**src/hw/rtl/sha1_hash_engine_macros.svh**
```systemverilog
// assertion macros for the sha1 engine, clocked on i_clk with i_rst_n low as reset
`ifndef SHA1_HASH_ENGINE_MACROS_SVH
`define SHA1_HASH_ENGINE_MACROS_SVH
`ifndef SYNTH
`define SHA1_ASSERT_NOW(label, ante, cons) \
    label: assert property (@(posedge i_clk) disable iff (!i_rst_n) (ante) |-> (cons)) \
        else $error("sha1 engine check failed");
`define SHA1_ASSERT_NEXT(label, ante, cons) \
    label: assert property (@(posedge i_clk) disable iff (!i_rst_n) (ante) |=> (cons)) \
        else $error("sha1 engine check failed");
`else
`define SHA1_ASSERT_NOW(label, ante, cons)
`define SHA1_ASSERT_NEXT(label, ante, cons)
`endif
`endif

```
**src/hw/rtl/sha1_pkg.sv**
```systemverilog
package sha1_pkg;

    localparam int unsigned ROUNDS    = 80;
    localparam int unsigned HASH_WORDS = 5;
    localparam int unsigned BLK_WORDS = 16;
    localparam logic [7:0]  PAD_BYTE  = 8'h80;
    localparam logic [5:0]  LEN_SLOT  = 6'd56;

    localparam logic [31:0] HASH_INIT [HASH_WORDS] = '{
        32'h67452301, 32'hEFCDAB89, 32'h98BADCFE, 32'h10325476, 32'hC3D2E1F0
    };

    typedef enum logic [1:0] {
        GRP_CH,
        GRP_PAR1,
        GRP_MAJ,
        GRP_PAR2
    } t_grp;

    // message schedule controls
    typedef struct packed {
        logic        wr_byte;
        logic [5:0]  byte_pos;
        logic [7:0]  byte_val;
        logic        wr_len;
        logic [63:0] len;
        logic        shift;
        logic        clear;
    } t_sch_ctl;

    // round unit controls
    typedef struct packed {
        logic load;
        logic step;
        logic add;
        logic init;
        t_grp grp;
    } t_rnd_ctl;

    function automatic logic [31:0] rotl1(input logic [31:0] v);
        return {v[30:0], v[31]};
    endfunction

    function automatic logic [31:0] rotl5(input logic [31:0] v);
        return {v[26:0], v[31:27]};
    endfunction

    function automatic logic [31:0] rotl30(input logic [31:0] v);
        return {v[1:0], v[31:2]};
    endfunction

    function automatic logic [31:0] round_k(input t_grp g);
        logic [31:0] k;
        unique case (g)
            GRP_CH:   k = 32'h5A827999;
            GRP_PAR1: k = 32'h6ED9EBA1;
            GRP_MAJ:  k = 32'h8F1BBCDC;
            GRP_PAR2: k = 32'hCA62C1D6;
            default:  k = 32'h5A827999;
        endcase
        return k;
    endfunction

    function automatic logic [31:0] round_f(input t_grp g, input logic [31:0] b,
                                            input logic [31:0] c, input logic [31:0] d);
        logic [31:0] f;
        unique case (g)
            GRP_CH:   f = (b & c) | (~b & d);
            GRP_MAJ:  f = (b & c) | (b & d) | (c & d);
            GRP_PAR1,
            GRP_PAR2: f = b ^ c ^ d;
            default:  f = b ^ c ^ d;
        endcase
        return f;
    endfunction

endpackage

```
**src/hw/rtl/sha1_hash_engine.sv**
```systemverilog
// SHA-1 digest engine over a byte stream. The block is ready again right after a data
// transfer (cmd 0), except for the 64th byte of a block: that one starts a compression of
// a start state, 80 rounds on a single shared round adder (one round per cycle) and a final
// hash addition, and o_in_stall stays high through all of it. A finish transfer (cmd 1)
// pads the message and runs one or two such compressions (two when 56 or more bytes sit in
// the current block), then presents the five digest words, most significant first, one per
// output transfer; input stays stalled until the fifth word is taken, after which the engine
// is reset for the next message. No new byte is taken while a block is being compressed.
`include "sha1_hash_engine_macros.svh"

module sha1_hash_engine (
    input  logic        i_clk,
    input  logic        i_rst_n,
    input  logic        i_in_valid,
    output logic        o_in_stall,
    input  logic        i_cmd,
    input  logic [7:0]  i_data_byte,
    output logic        o_out_valid,
    input  logic        i_out_stall,
    output logic [31:0] o_digest_word,
    output logic [2:0]  o_word_index,
    output logic        o_last_word
);

    typedef enum logic [2:0] {
        S_IDLE,
        S_START,
        S_ROUND,
        S_ADD,
        S_OUT
    } t_state;

    typedef enum logic [1:0] {
        PH_DATA,
        PH_PAD1,
        PH_PAD2
    } t_phase;

    t_state      r_state;
    t_phase      r_phase;
    logic [6:0]  r_round;
    logic [5:0]  r_pos;
    logic [63:0] r_bits;
    logic [2:0]  r_k;

    logic               in_xfer;
    logic               out_xfer;
    sha1_pkg::t_sch_ctl sch_ctl;
    sha1_pkg::t_rnd_ctl rnd_ctl;
    sha1_pkg::t_grp     grp;
    logic [31:0]        w;

    assign o_in_stall  = (r_state != S_IDLE);
    assign in_xfer     = i_in_valid && !o_in_stall;
    assign o_out_valid = (r_state == S_OUT);
    assign out_xfer    = o_out_valid && !i_out_stall;
    assign o_word_index = r_k;
    assign o_last_word  = (r_k == 3'(sha1_pkg::HASH_WORDS - 1));

    always_comb begin
        priority if (r_round < 7'd20) grp = sha1_pkg::GRP_CH;
        else if (r_round < 7'd40)    grp = sha1_pkg::GRP_PAR1;
        else if (r_round < 7'd60)    grp = sha1_pkg::GRP_MAJ;
        else                         grp = sha1_pkg::GRP_PAR2;
    end

    always_comb begin
        sch_ctl.wr_byte  = in_xfer;
        sch_ctl.byte_pos = r_pos;
        sch_ctl.byte_val = i_cmd ? sha1_pkg::PAD_BYTE : i_data_byte;
        // length goes in now when it fits, else when the first padding compression ends, for the extra block
        sch_ctl.wr_len   = (in_xfer && i_cmd && (r_pos < sha1_pkg::LEN_SLOT))
                         || ((r_state == S_ADD) && (r_phase == PH_PAD1));
        sch_ctl.len      = r_bits;
        sch_ctl.shift    = (r_state == S_ROUND);
        sch_ctl.clear    = (r_state == S_ADD);

        rnd_ctl.load = (r_state == S_START);
        rnd_ctl.step = (r_state == S_ROUND);
        rnd_ctl.add  = (r_state == S_ADD);
        rnd_ctl.init = out_xfer && o_last_word;
        rnd_ctl.grp  = grp;
    end

    sha1_sched u_sched (
        .i_clk   (i_clk),
        .i_rst_n (i_rst_n),
        .i_ctl   (sch_ctl),
        .o_w     (w)
    );

    sha1_round u_round (
        .i_clk       (i_clk),
        .i_rst_n     (i_rst_n),
        .i_ctl       (rnd_ctl),
        .i_w         (w),
        .i_sel       (r_k),
        .o_hash_word (o_digest_word)
    );

    always_ff @(posedge i_clk) begin
        if (!i_rst_n) begin
            r_state <= S_IDLE;
            r_phase <= PH_DATA;
            r_round <= '0;
            r_pos   <= '0;
            r_bits  <= '0;
            r_k     <= '0;
        end else begin
            unique case (r_state)
                S_IDLE: begin
                    if (in_xfer) begin
                        if (i_cmd) begin
                            r_phase <= (r_pos >= sha1_pkg::LEN_SLOT) ? PH_PAD1 : PH_PAD2;
                            r_state <= S_START;
                        end else begin
                            r_bits <= r_bits + 64'd8;
                            r_pos  <= r_pos + 6'd1;
                            if (r_pos == 6'd63) begin
                                r_phase <= PH_DATA;
                                r_state <= S_START;
                            end
                        end
                    end
                end
                S_START: begin
                    r_round <= '0;
                    r_state <= S_ROUND;
                end
                S_ROUND: begin
                    r_round <= r_round + 7'd1;
                    if (r_round == 7'(sha1_pkg::ROUNDS - 1)) begin
                        r_state <= S_ADD;
                    end
                end
                S_ADD: begin
                    unique case (r_phase)
                        PH_DATA: r_state <= S_IDLE;
                        PH_PAD1: begin
                            r_phase <= PH_PAD2;
                            r_state <= S_START;
                        end
                        PH_PAD2: begin
                            r_k     <= '0;
                            r_state <= S_OUT;
                        end
                        default: r_state <= S_IDLE;
                    endcase
                end
                S_OUT: begin
                    if (out_xfer) begin
                        r_k <= r_k + 3'd1;
                        if (o_last_word) begin
                            r_pos   <= '0;
                            r_bits  <= '0;
                            r_state <= S_IDLE;
                        end
                    end
                end
                default: r_state <= S_IDLE;
            endcase
        end
    end

    `SHA1_ASSERT_NEXT(a_finish_blocks_input, in_xfer && i_cmd, o_in_stall)
    `SHA1_ASSERT_NOW(a_no_input_while_emitting, o_out_valid, o_in_stall)
    `SHA1_ASSERT_NOW(a_round_in_range, r_state == S_ROUND,
                     r_round <= 7'(sha1_pkg::ROUNDS - 1))
    `SHA1_ASSERT_NEXT(a_clean_after_digest, out_xfer && o_last_word,
                      !o_out_valid && (r_pos == 6'd0) && (r_bits == 64'd0))

endmodule

```
**src/hw/rtl/sha1_sched.sv**
```systemverilog
module sha1_sched (
    input  logic               i_clk,
    input  logic               i_rst_n,
    input  sha1_pkg::t_sch_ctl i_ctl,
    output logic [31:0]        o_w
);

    logic [31:0] r_w [sha1_pkg::BLK_WORDS];

    always_ff @(posedge i_clk) begin
        if (!i_rst_n) begin
            for (int i = 0; i < sha1_pkg::BLK_WORDS; i++) begin
                r_w[i] <= '0;
            end
        end else begin
            // w[t+16] enters at the tail while w[t] leaves the head
            if (i_ctl.shift) begin
                for (int i = 0; i < sha1_pkg::BLK_WORDS - 1; i++) begin
                    r_w[i] <= r_w[i + 1];
                end
                r_w[sha1_pkg::BLK_WORDS - 1] <=
                    sha1_pkg::rotl1(r_w[13] ^ r_w[8] ^ r_w[2] ^ r_w[0]);
            end
            if (i_ctl.clear) begin
                for (int i = 0; i < sha1_pkg::BLK_WORDS - 2; i++) begin
                    r_w[i] <= '0;
                end
            end
            // the length takes the last two words, otherwise they clear with the rest
            if (i_ctl.wr_len) begin
                r_w[14] <= i_ctl.len[63:32];
                r_w[15] <= i_ctl.len[31:0];
            end else if (i_ctl.clear) begin
                r_w[14] <= '0;
                r_w[15] <= '0;
            end
            // big-endian byte lane, buffer is zero there so a plain write suffices
            if (i_ctl.wr_byte) begin
                r_w[i_ctl.byte_pos[5:2]][{~i_ctl.byte_pos[1:0], 3'b000} +: 8] <= i_ctl.byte_val;
            end
        end
    end

    assign o_w = r_w[0];

endmodule

```
**src/hw/rtl/sha1_round.sv**
```systemverilog
module sha1_round (
    input  logic               i_clk,
    input  logic               i_rst_n,
    input  sha1_pkg::t_rnd_ctl i_ctl,
    input  logic [31:0]        i_w,
    input  logic [2:0]         i_sel,
    output logic [31:0]        o_hash_word
);

    logic [31:0] r_h [sha1_pkg::HASH_WORDS];
    logic [31:0] r_a, r_b, r_c, r_d, r_e;
    logic [31:0] n_a;

    assign n_a = sha1_pkg::rotl5(r_a) + sha1_pkg::round_f(i_ctl.grp, r_b, r_c, r_d)
               + r_e + i_w + sha1_pkg::round_k(i_ctl.grp);

    always_ff @(posedge i_clk) begin
        if (i_ctl.load) begin
            r_a <= r_h[0];
            r_b <= r_h[1];
            r_c <= r_h[2];
            r_d <= r_h[3];
            r_e <= r_h[4];
        end else if (i_ctl.step) begin
            r_a <= n_a;
            r_b <= r_a;
            r_c <= sha1_pkg::rotl30(r_b);
            r_d <= r_c;
            r_e <= r_d;
        end
    end

    always_ff @(posedge i_clk) begin
        if (!i_rst_n || i_ctl.init) begin
            for (int i = 0; i < sha1_pkg::HASH_WORDS; i++) begin
                r_h[i] <= sha1_pkg::HASH_INIT[i];
            end
        end else if (i_ctl.add) begin
            r_h[0] <= r_h[0] + r_a;
            r_h[1] <= r_h[1] + r_b;
            r_h[2] <= r_h[2] + r_c;
            r_h[3] <= r_h[3] + r_d;
            r_h[4] <= r_h[4] + r_e;
        end
    end

    always_comb begin
        unique case (i_sel)
            3'd0:    o_hash_word = r_h[0];
            3'd1:    o_hash_word = r_h[1];
            3'd2:    o_hash_word = r_h[2];
            3'd3:    o_hash_word = r_h[3];
            3'd4:    o_hash_word = r_h[4];
            default: o_hash_word = r_h[0];
        endcase
    end

endmodule
```
**config.mk**
```make
export PLATFORM = sky130hd
export DESIGN_NAME = sha1_hash_engine
export DESIGN_NICKNAME = d
export VERILOG_FILES = /design/src/hw/rtl/sha1_pkg.sv /design/src/hw/rtl/sha1_hash_engine.sv /design/src/hw/rtl/sha1_sched.sv /design/src/hw/rtl/sha1_round.sv
export VERILOG_INCLUDE_DIRS = /design/src /design/src/hw/rtl
export SDC_FILE = /design/constraint.sdc
export NUM_CORES = 2
export LEC_CHECK = 0
export ABC_AREA = 1
export BUFFER_PORTS_ARGS = -buffer_cell sky130_fd_sc_hd__buf_2
export CAP_MARGIN = 20
export CELL_PAD_IN_SITES_DETAIL_PLACEMENT = 0
export CELL_PAD_IN_SITES_GLOBAL_PLACEMENT = 1
export CORE_ASPECT_RATIO = 0.9
export CORE_MARGIN = 5
export CORE_UTILIZATION = 49
export DETAILED_ROUTE_END_ITERATION = 16
export PLACE_DENSITY_LB_ADDON = 0.1
export SETUP_SLACK_MARGIN = 0.15
export SLEW_MARGIN = 25
export SYNTH_ARGS = -nofsm -noshare
export SYNTH_HDL_FRONTEND = slang
export SYNTH_HIERARCHICAL = 1
export SYNTH_SLANG_ARGS = --single-unit
```
**constraint.sdc**
```tcl
create_clock -name i_clk -period 8.6 [get_ports i_clk]
set_clock_uncertainty 0.2 [all_clocks]
set_input_delay 0.43 -clock i_clk [delete_from_list [all_inputs] [get_ports i_clk]]
set_output_delay 0.43 -clock i_clk [all_outputs]
set_load 0.01 [all_outputs]
```
Word-level counts from Yosys, hierarchy flattened
Memory sizes are Yosys's and may differ from the RTL's.
Cells that the tools add are included.
{"block": "op_classes", "add_sub_neg": 14, "order_cmp": 5, "eq_ne": 23, "shifts": 2, "mux": 107, "bitwise_logic": 53, "reduce_logical": 24}
{"operator": "32-bit two-way mux", "n": 52}
{"operator": "32-bit adder", "n": 9}
{"operator": "64-bit two-way mux", "n": 4}
{"operator": "32-bit one-hot mux with 4 select lines", "n": 2}
{"operator": "32-bit XOR", "n": 5}
{"operator": "32-bit AND", "n": 4}
{"operator": "64-bit one-hot mux with 2 select lines", "n": 1}
{"operator": "32-bit OR", "n": 3}
{"operator": "32-bit one-hot mux with 3 select lines", "n": 1}
{"operator": "64-bit by 4-bit adder with 64-bit output (second input constant)", "n": 1}
{"operator": "1-bit OR", "n": 39}
{"operator": "32-bit inverter", "n": 1}
{"operator": "32-bit OR reduction", "n": 1}
{"operator": "8-bit by 7-bit variable shift with 32-bit output (first input constant)", "n": 1}
{"operator": "8-bit by 7-bit indexed part select with 32-bit output", "n": 1}
{"operator": "3-bit two-way mux", "n": 8}
{"operator": "6-bit two-way mux", "n": 4}
{"operator": "1-bit two-way mux", "n": 20}
{"operator": "3-bit one-hot mux with 5 select lines", "n": 1}
{"operator": "7-bit by 6-bit < comparator with 1-bit output (second input constant)", "n": 2}
{"operator": "2-bit two-way mux", "n": 7}
{"operator": "7-bit one-hot mux with 2 select lines", "n": 1}
{"operator": "3-bit by 2-bit == test with 1-bit output (second input constant)", "n": 4}
{"operator": "3-bit one-hot mux with 2 select lines", "n": 2}
{"operator": "other kinds (32)", "n": 54}
{"block": "totals", "regBits": 245, "ramBits": 672, "out_inout_bits": 38, "wordCells": 241, "mem_count": 2}
{"name": "u_sched.r_w", "depth": 16, "word_bits": 32, "read_ports": 16, "rd_ports_with_merged_regs": 0, "wr": 16, "line_no": "sha1_sched.sv:8", "text": "logic [31:0] r_w [sha1_pkg::BLK_WORDS];"}
{"name": "u_round.r_h", "depth": 5, "word_bits": 32, "read_ports": 5, "rd_ports_with_merged_regs": 0, "wr": 5, "line_no": "sha1_round.sv:10", "text": "logic [31:0] r_h [sha1_pkg::HASH_WORDS];"}

Depth between registers and ports, before layout
{"block": "logic_depth", "word_depth": 13, "ltp_mapped": 29, "mapped_depth_nobuf": 27}

Cells and area by module
The synthesis kept the hierarchy.
{"module": "sha1_round", "n_inst": 1, "cells_each": 3990, "area_per_inst_um2": 29298.1}
{"module": "sha1_sched", "n_inst": 1, "cells_each": 2673, "area_per_inst_um2": 25814.8}
{"module": "sha1_hash_engine", "n_inst": 1, "cells_each": 834, "area_per_inst_um2": 5029.8}

Worst setup path before layout
No wires, ideal clock.
{"block": "synth_path", "path_type": "reg-to-reg", "startpoint": "register r_k[0] (netlist: o_word_index[0])", "endpoint": "memory u_round.r_h[0][0], enable pin", "setup_time_ns": 1.703, "arrival_time_ns": 4.466, "setup_slack_ns": 2.231, "path_stages_with_launch": 7, "path_buffers": 0, "cell_sequence": "dfxtp_1 inv_1 ha_1 nand2_2 nor2_1 inv_1 nand3b_1"}
{"element": "start: declaration", "line_no": "sha1_hash_engine.sv:44", "text": "logic [2:0] r_k;"}
{"element": "start signal: assignment", "line_no": "sha1_hash_engine.sv:152", "text": "r_k <= r_k + 3'd1;"}
{"element": "end: declaration", "line_no": "sha1_round.sv:10"}

Final worst setup path
{"block": "layout_path", "startpoint": "register r_round[2]", "endpoint": "register u_round.r_a[28] (data pin)"}
{"block": "layout_between", "elab_chain_len": 13, "word_cells_on_any_way": 19, "cone_classes": "add/sub: 4; order compare: 3; eq/ne: 3; mux: 7; reduce/logical: 2"}
{"element": "start: declaration", "line_no": "sha1_hash_engine.sv:41", "text": "logic [6:0] r_round;"}
{"element": "start signal: assignment", "line_no": "sha1_hash_engine.sv:131", "text": "r_round <= r_round + 7'd1;"}
{"element": "7-bit by 6-bit < comparator with 1-bit output", "line_no": "sha1_hash_engine.sv:63", "text": "else if (r_round < 7'd60) grp = sha1_pkg::GRP_MAJ;"}
{"element": "1-bit two-way mux", "line_no": "sha1_hash_engine.sv:63"}
{"element": "2-bit two-way mux", "line_no": "sha1_hash_engine.sv:62", "text": "else if (r_round < 7'd40) grp = sha1_pkg::GRP_PAR1;"}
{"element": "2-bit two-way mux *", "line_no": "sha1_hash_engine.sv:61", "text": "priority if (r_round < 7'd20) grp = sha1_pkg::GRP_CH;"}
{"element": "named net grp[0]", "line_no": "sha1_hash_engine.sv:50", "text": "sha1_pkg::t_grp grp;"}
{"element": "2-bit by 1-bit == test with 1-bit output / 2-bit == test (equally long branches)", "line_no": "sha1_pkg.sv:54, sha1_pkg.sv:67"}
{"element": "2-bit OR reduction", "line_no": "sha1_pkg.sv:67", "text": "unique case (g)"}
{"element": "32-bit one-hot mux with 3 select lines", "line_no": "sha1_pkg.sv:67"}
{"element": "32-bit adder", "line_no": "sha1_round.sv:14", "text": "assign n_a = sha1_pkg::rotl5(r_a) + sha1_pkg::round_f(i_ctl.grp, r_b, r_c, r_d)"}
{"element": "32-bit adder (2 in series)", "line_no": "sha1_round.sv:15", "text": "+ r_e + i_w + sha1_pkg::round_k(i_ctl.grp);"}
{"element": "32-bit adder *", "line_no": "sha1_round.sv:15"}
{"element": "32-bit two-way mux *", "line_no": "sha1_round.sv:24", "text": "end else if (i_ctl.step) begin"}
{"element": "32-bit two-way mux *", "line_no": "sha1_round.sv:18", "text": "if (i_ctl.load) begin"}
{"element": "end signal: assignment", "line_no": "sha1_round.sv:19", "text": "r_a <= r_h[0];"}
{"element": "end signal: assignment", "line_no": "sha1_round.sv:25", "text": "r_a <= n_a;"}
{"element": "end: declaration", "line_no": "sha1_round.sv:11", "text": "logic [31:0] r_a, r_b, r_c, r_d, r_e;"}
Mark *: on every way through the listed nets, which the timed path passes. The rest lies on a longest branch. The select of a mux whose other input is x is not followed.
A chain may end at the register's enable or synchronous reset.

==> impl_metrics.ini <==
[run_status]
run_status = finished clean

[finish]
fillers = 11800
layout_common_cells = 2,019 x nand2_1, 880 x inv_1, 832 x edfxtp_1
multi_input_area_um2 = 28800
drive_above_1_share_pct = 5.96
fin_cells = 9129
seqCellArea_um2 = 26600
area_delta_synth_final_pct = 7.92
design_area_um2 = 64900
finalNetCount = 7772
layout_commonest_cell = nand2_1
fin_util_pct = 53.0

[synthesis]
synth_flop_cell = edfxtp_1
ys_seq_elements = 914
seq_area_frac_synth_pct = 44.3
synth_edf_count = 832
synth_area_um2 = 60100
ys.warnings.count = 6
avgSynthCellArea_um2 = 8.02
synth_cell_types = 65
async_flop_share_pct = 0
syn_inst = 7497

[power_and_ir_drop]
p_per_area_nw_per_um2 = 346
peakVddDrop_mv = 0.337
power_frac_seq_pct = 29.6
clockPowerShare_pct = 20.6
switchingPower_mw = 10.3
p_comb_share_pct = 49.8
p_int_mw = 12.2
power_mw = 22.4
leakage_nw = 26.7
p_sw_share_pct = 45.8

[global_route]
grt_max_degree = 221
gr-usage-all-layers_pct = 32.8
overflow = 0
grt_pass1_wl_um = 315000
grt_pass1_vias = 48100
antenna_found_initial = 5

[sta]
relSlewSlack_pct = 25.3
tns_ns = 0
finalHoldViolations = 0
max_freq_mhz = 175
timing.hold.ws_ns = 0.0935
final_min_period_over_clock_period_pct = 66.3
period_minus_slack_ns = 5.70
rsz0062_at_grt = no
tightest_slew_ns = 1.12
setup_viol = 0
report.final.slew_viol_count = 0
timing.final.ws_setup_ns = 2.90

[worst_setup_path]
rr_worst_depth = 21
r2r_end = u_round/r_a[28]
regToRegSetupSlack_ns = 2.90
cp.arrival_ns = 5.92
worst_r2r_startpoint = r_round[2]
worstSetupStartpoint = r_round[2]
startpoint_type = flip-flop
required_ns = 8.83
worstSetupEndpointType = flip-flop
cp_max_fo = 31
critical_path_class = reg2reg

[route]
firstDrtPassIters = 6
vias_per_cell = 5.71
routed_wl_um = 216000
drc_errors = 0
vias = 52200
drt_iter0_drc = 4923
ant_nets = 0
wl_per_cell_um = 23.7

[clock_tree]
clk_pin_slew_ns = 0.06
cts.path.max_buffers = 3
cts_buffers = 102
cts_tree = built
cts_max_level = 3
cts_resized = 0
insertion_delay_ns = 0.76
cts_sinks = 914
clockRootBuffer = clkbuf_16
cts_setup_buffers = 0

[worst_hold_path]
hp-start = i_in_valid
min_path_type = in2reg
holdPathStages = 4
whs_endpoint = r_phase[0]

[die]
fp.dieW_um = 379
die_y_um = 342
die-area_um2 = 130000
ioPinCount = 51
core-area_um2 = 122000
rows = 122
initial_core_util_pct = 49.1

[placement]
post-dp-hpwl_um = 165000
place_ws_ns = 3.04
place_congestion = 0.990
port_buffers = 50
dp.cells = 8932
postPlaceCellArea_um2 = 61400

[run]
drv_cap = 0
==> cell families after synthesis <==
kind of cell               share of synthesized area [%]
and+or+nand+nor                                     26.9
AOI/OAI and AO/OA                                   11.5
buffers and inverters                               7.95
DFF                                                 44.3
adders and majority gates                           8.49
xor gates and xnor gates                           0.830
other                                            0.00624
==> what timing repair did <==
item	CTS	global route
hold buffers	2	0
endpoints found under the hold margin	4	0
endpoints found under the setup margin	0	0
==> routing by layer <==
| metal | vias to the layer above | share of wire, % | track usage (%) |
|---|---|---|---|
| met3 | 432 | 6.8 | 5.29 |
| li1 | 25000 | - | - |
| met5 | - | 0.018 | 0 |
| met2 | 1924 | 46 | 53.5 |
| met4 | 6 | 6.2 | 16.4 |
| met1 | 24800 | 41 | 42.5 |
==> state kept, by name, indices dropped and copies added, names as in the netlist, 7 cells and up <==
signal / flops
u_sched/r_w: 512
u_round/r_h: 160
u_round/r_e: 32
u_round/r_c: 32
u_round/r_d: 32
r_bits: 61
u_round/r_b: 32
r_round: 7
u_round/r_a: 32
==> worst max-delay path by stage <==
| stage | slack [ns] | cells after the start | endpoint |
|---|---|---|---|
| 4_1_cts | 2.95 | 21 | u_round/r_a[28] |
| 2_1_floorplan | 2.23 | 6 | u_round/r_h[0][0] |
| 3_5_place_dp | 3.04 | 21 | u_round/r_a[28] |
| 6_report | 2.90 | 21 | u_round/r_a[28] |
| 3_3_place_gp | 3.05 | 22 | u_round/r_a[28] |
| 5_1_grt | 2.48 | 24 | u_round/r_a[19] |
==> synth_stat cells (5+ instances only) <==
cell type     n  share of area (%)
buf_6        22               0.41
inv_1       883                5.5
nor2_4       17               0.32
nand2_4      14               0.26
ha_1        208                4.3
nor2_1      593                3.7
o21ai_1     200                1.7
a31oi_1       9              0.094
nor3_1       35               0.29
clkbuf_1     88               0.55
a21oi_1     402                3.3
buf_1        21               0.13
nand3_4       8               0.23
nand4_1      73               0.76
or2_2        16               0.17
o21ai_0     518                4.3
nand2_2      63               0.66
fa_1        125                4.2
a22o_1       12               0.17
inv_2        22               0.14
a21o_1       11               0.14
o21a_1       23               0.29
xnor2_1      42               0.61
edfxtp_1    832                 42
a22oi_1      27               0.34
nand3_2       5              0.083
or2_1         8              0.083
o21bai_1     26               0.32
buf_4         9               0.11
nand2_1    2020                 13
a221oi_1     36               0.52
nor4_1        6              0.062
o21ai_2       6              0.087
dfxtp_1      82                2.7
buf_2       121                1.0
nand3b_1     14               0.17
nand3_1     784                6.5
xor2_1       15               0.22
nor2_2       18               0.19
and2_1       30               0.31
nor3_2        8               0.13
==> worst max-delay path, stage by stage, from the launching register on <==
cell and delay (ns):
dfxtp_1 0.41, inv_1 0.08, o211ai_1 0.17, o21ai_0 0.11, inv_1 0.14, ha_1 0.41
inv_1 0.27, nand2_1 0.14, buf_4 0.42, a221oi_1 0.15, a21oi_1 0.33, fa_1 0.51
fa_1 0.47, ha_1 0.42, a21oi_1 0.26, o21ai_0 0.17, inv_1 0.08, nand2_1 0.09
a21oi_1 0.23, nand3_1 0.11, nand3_1 0.11, nand2_1 0.07
==> power by group through the flow <==
stage | Clock [mW] | Combinational (mW) | Sequential (mW)
2_1_floorplan | 0 | 7.89 | 6.32
3_3_place_gp | 0 | 11.0 | 6.71
3_5_place_dp | 0 | 11.0 | 6.72
4_1_cts | 4.70 | 11.1 | 6.64
5_1_grt | 4.88 | 12.7 | 6.67
6_report | 4.62 | 11.2 | 6.65
==> layout make-up <==
type	count	share of cell area, %
Inverter	907	5.26
Antenna cell	2	0.00771
Clock buffer	134	4.21
Clock inverter	59	1.16
Timing Repair Buffer	88	0.883
Tap cell	1612	3.11
Sequential cell	914	41.0
Multi-Input combinational cell	5413	44.4
No activity file was read; power rests on OpenSTA's default activity.
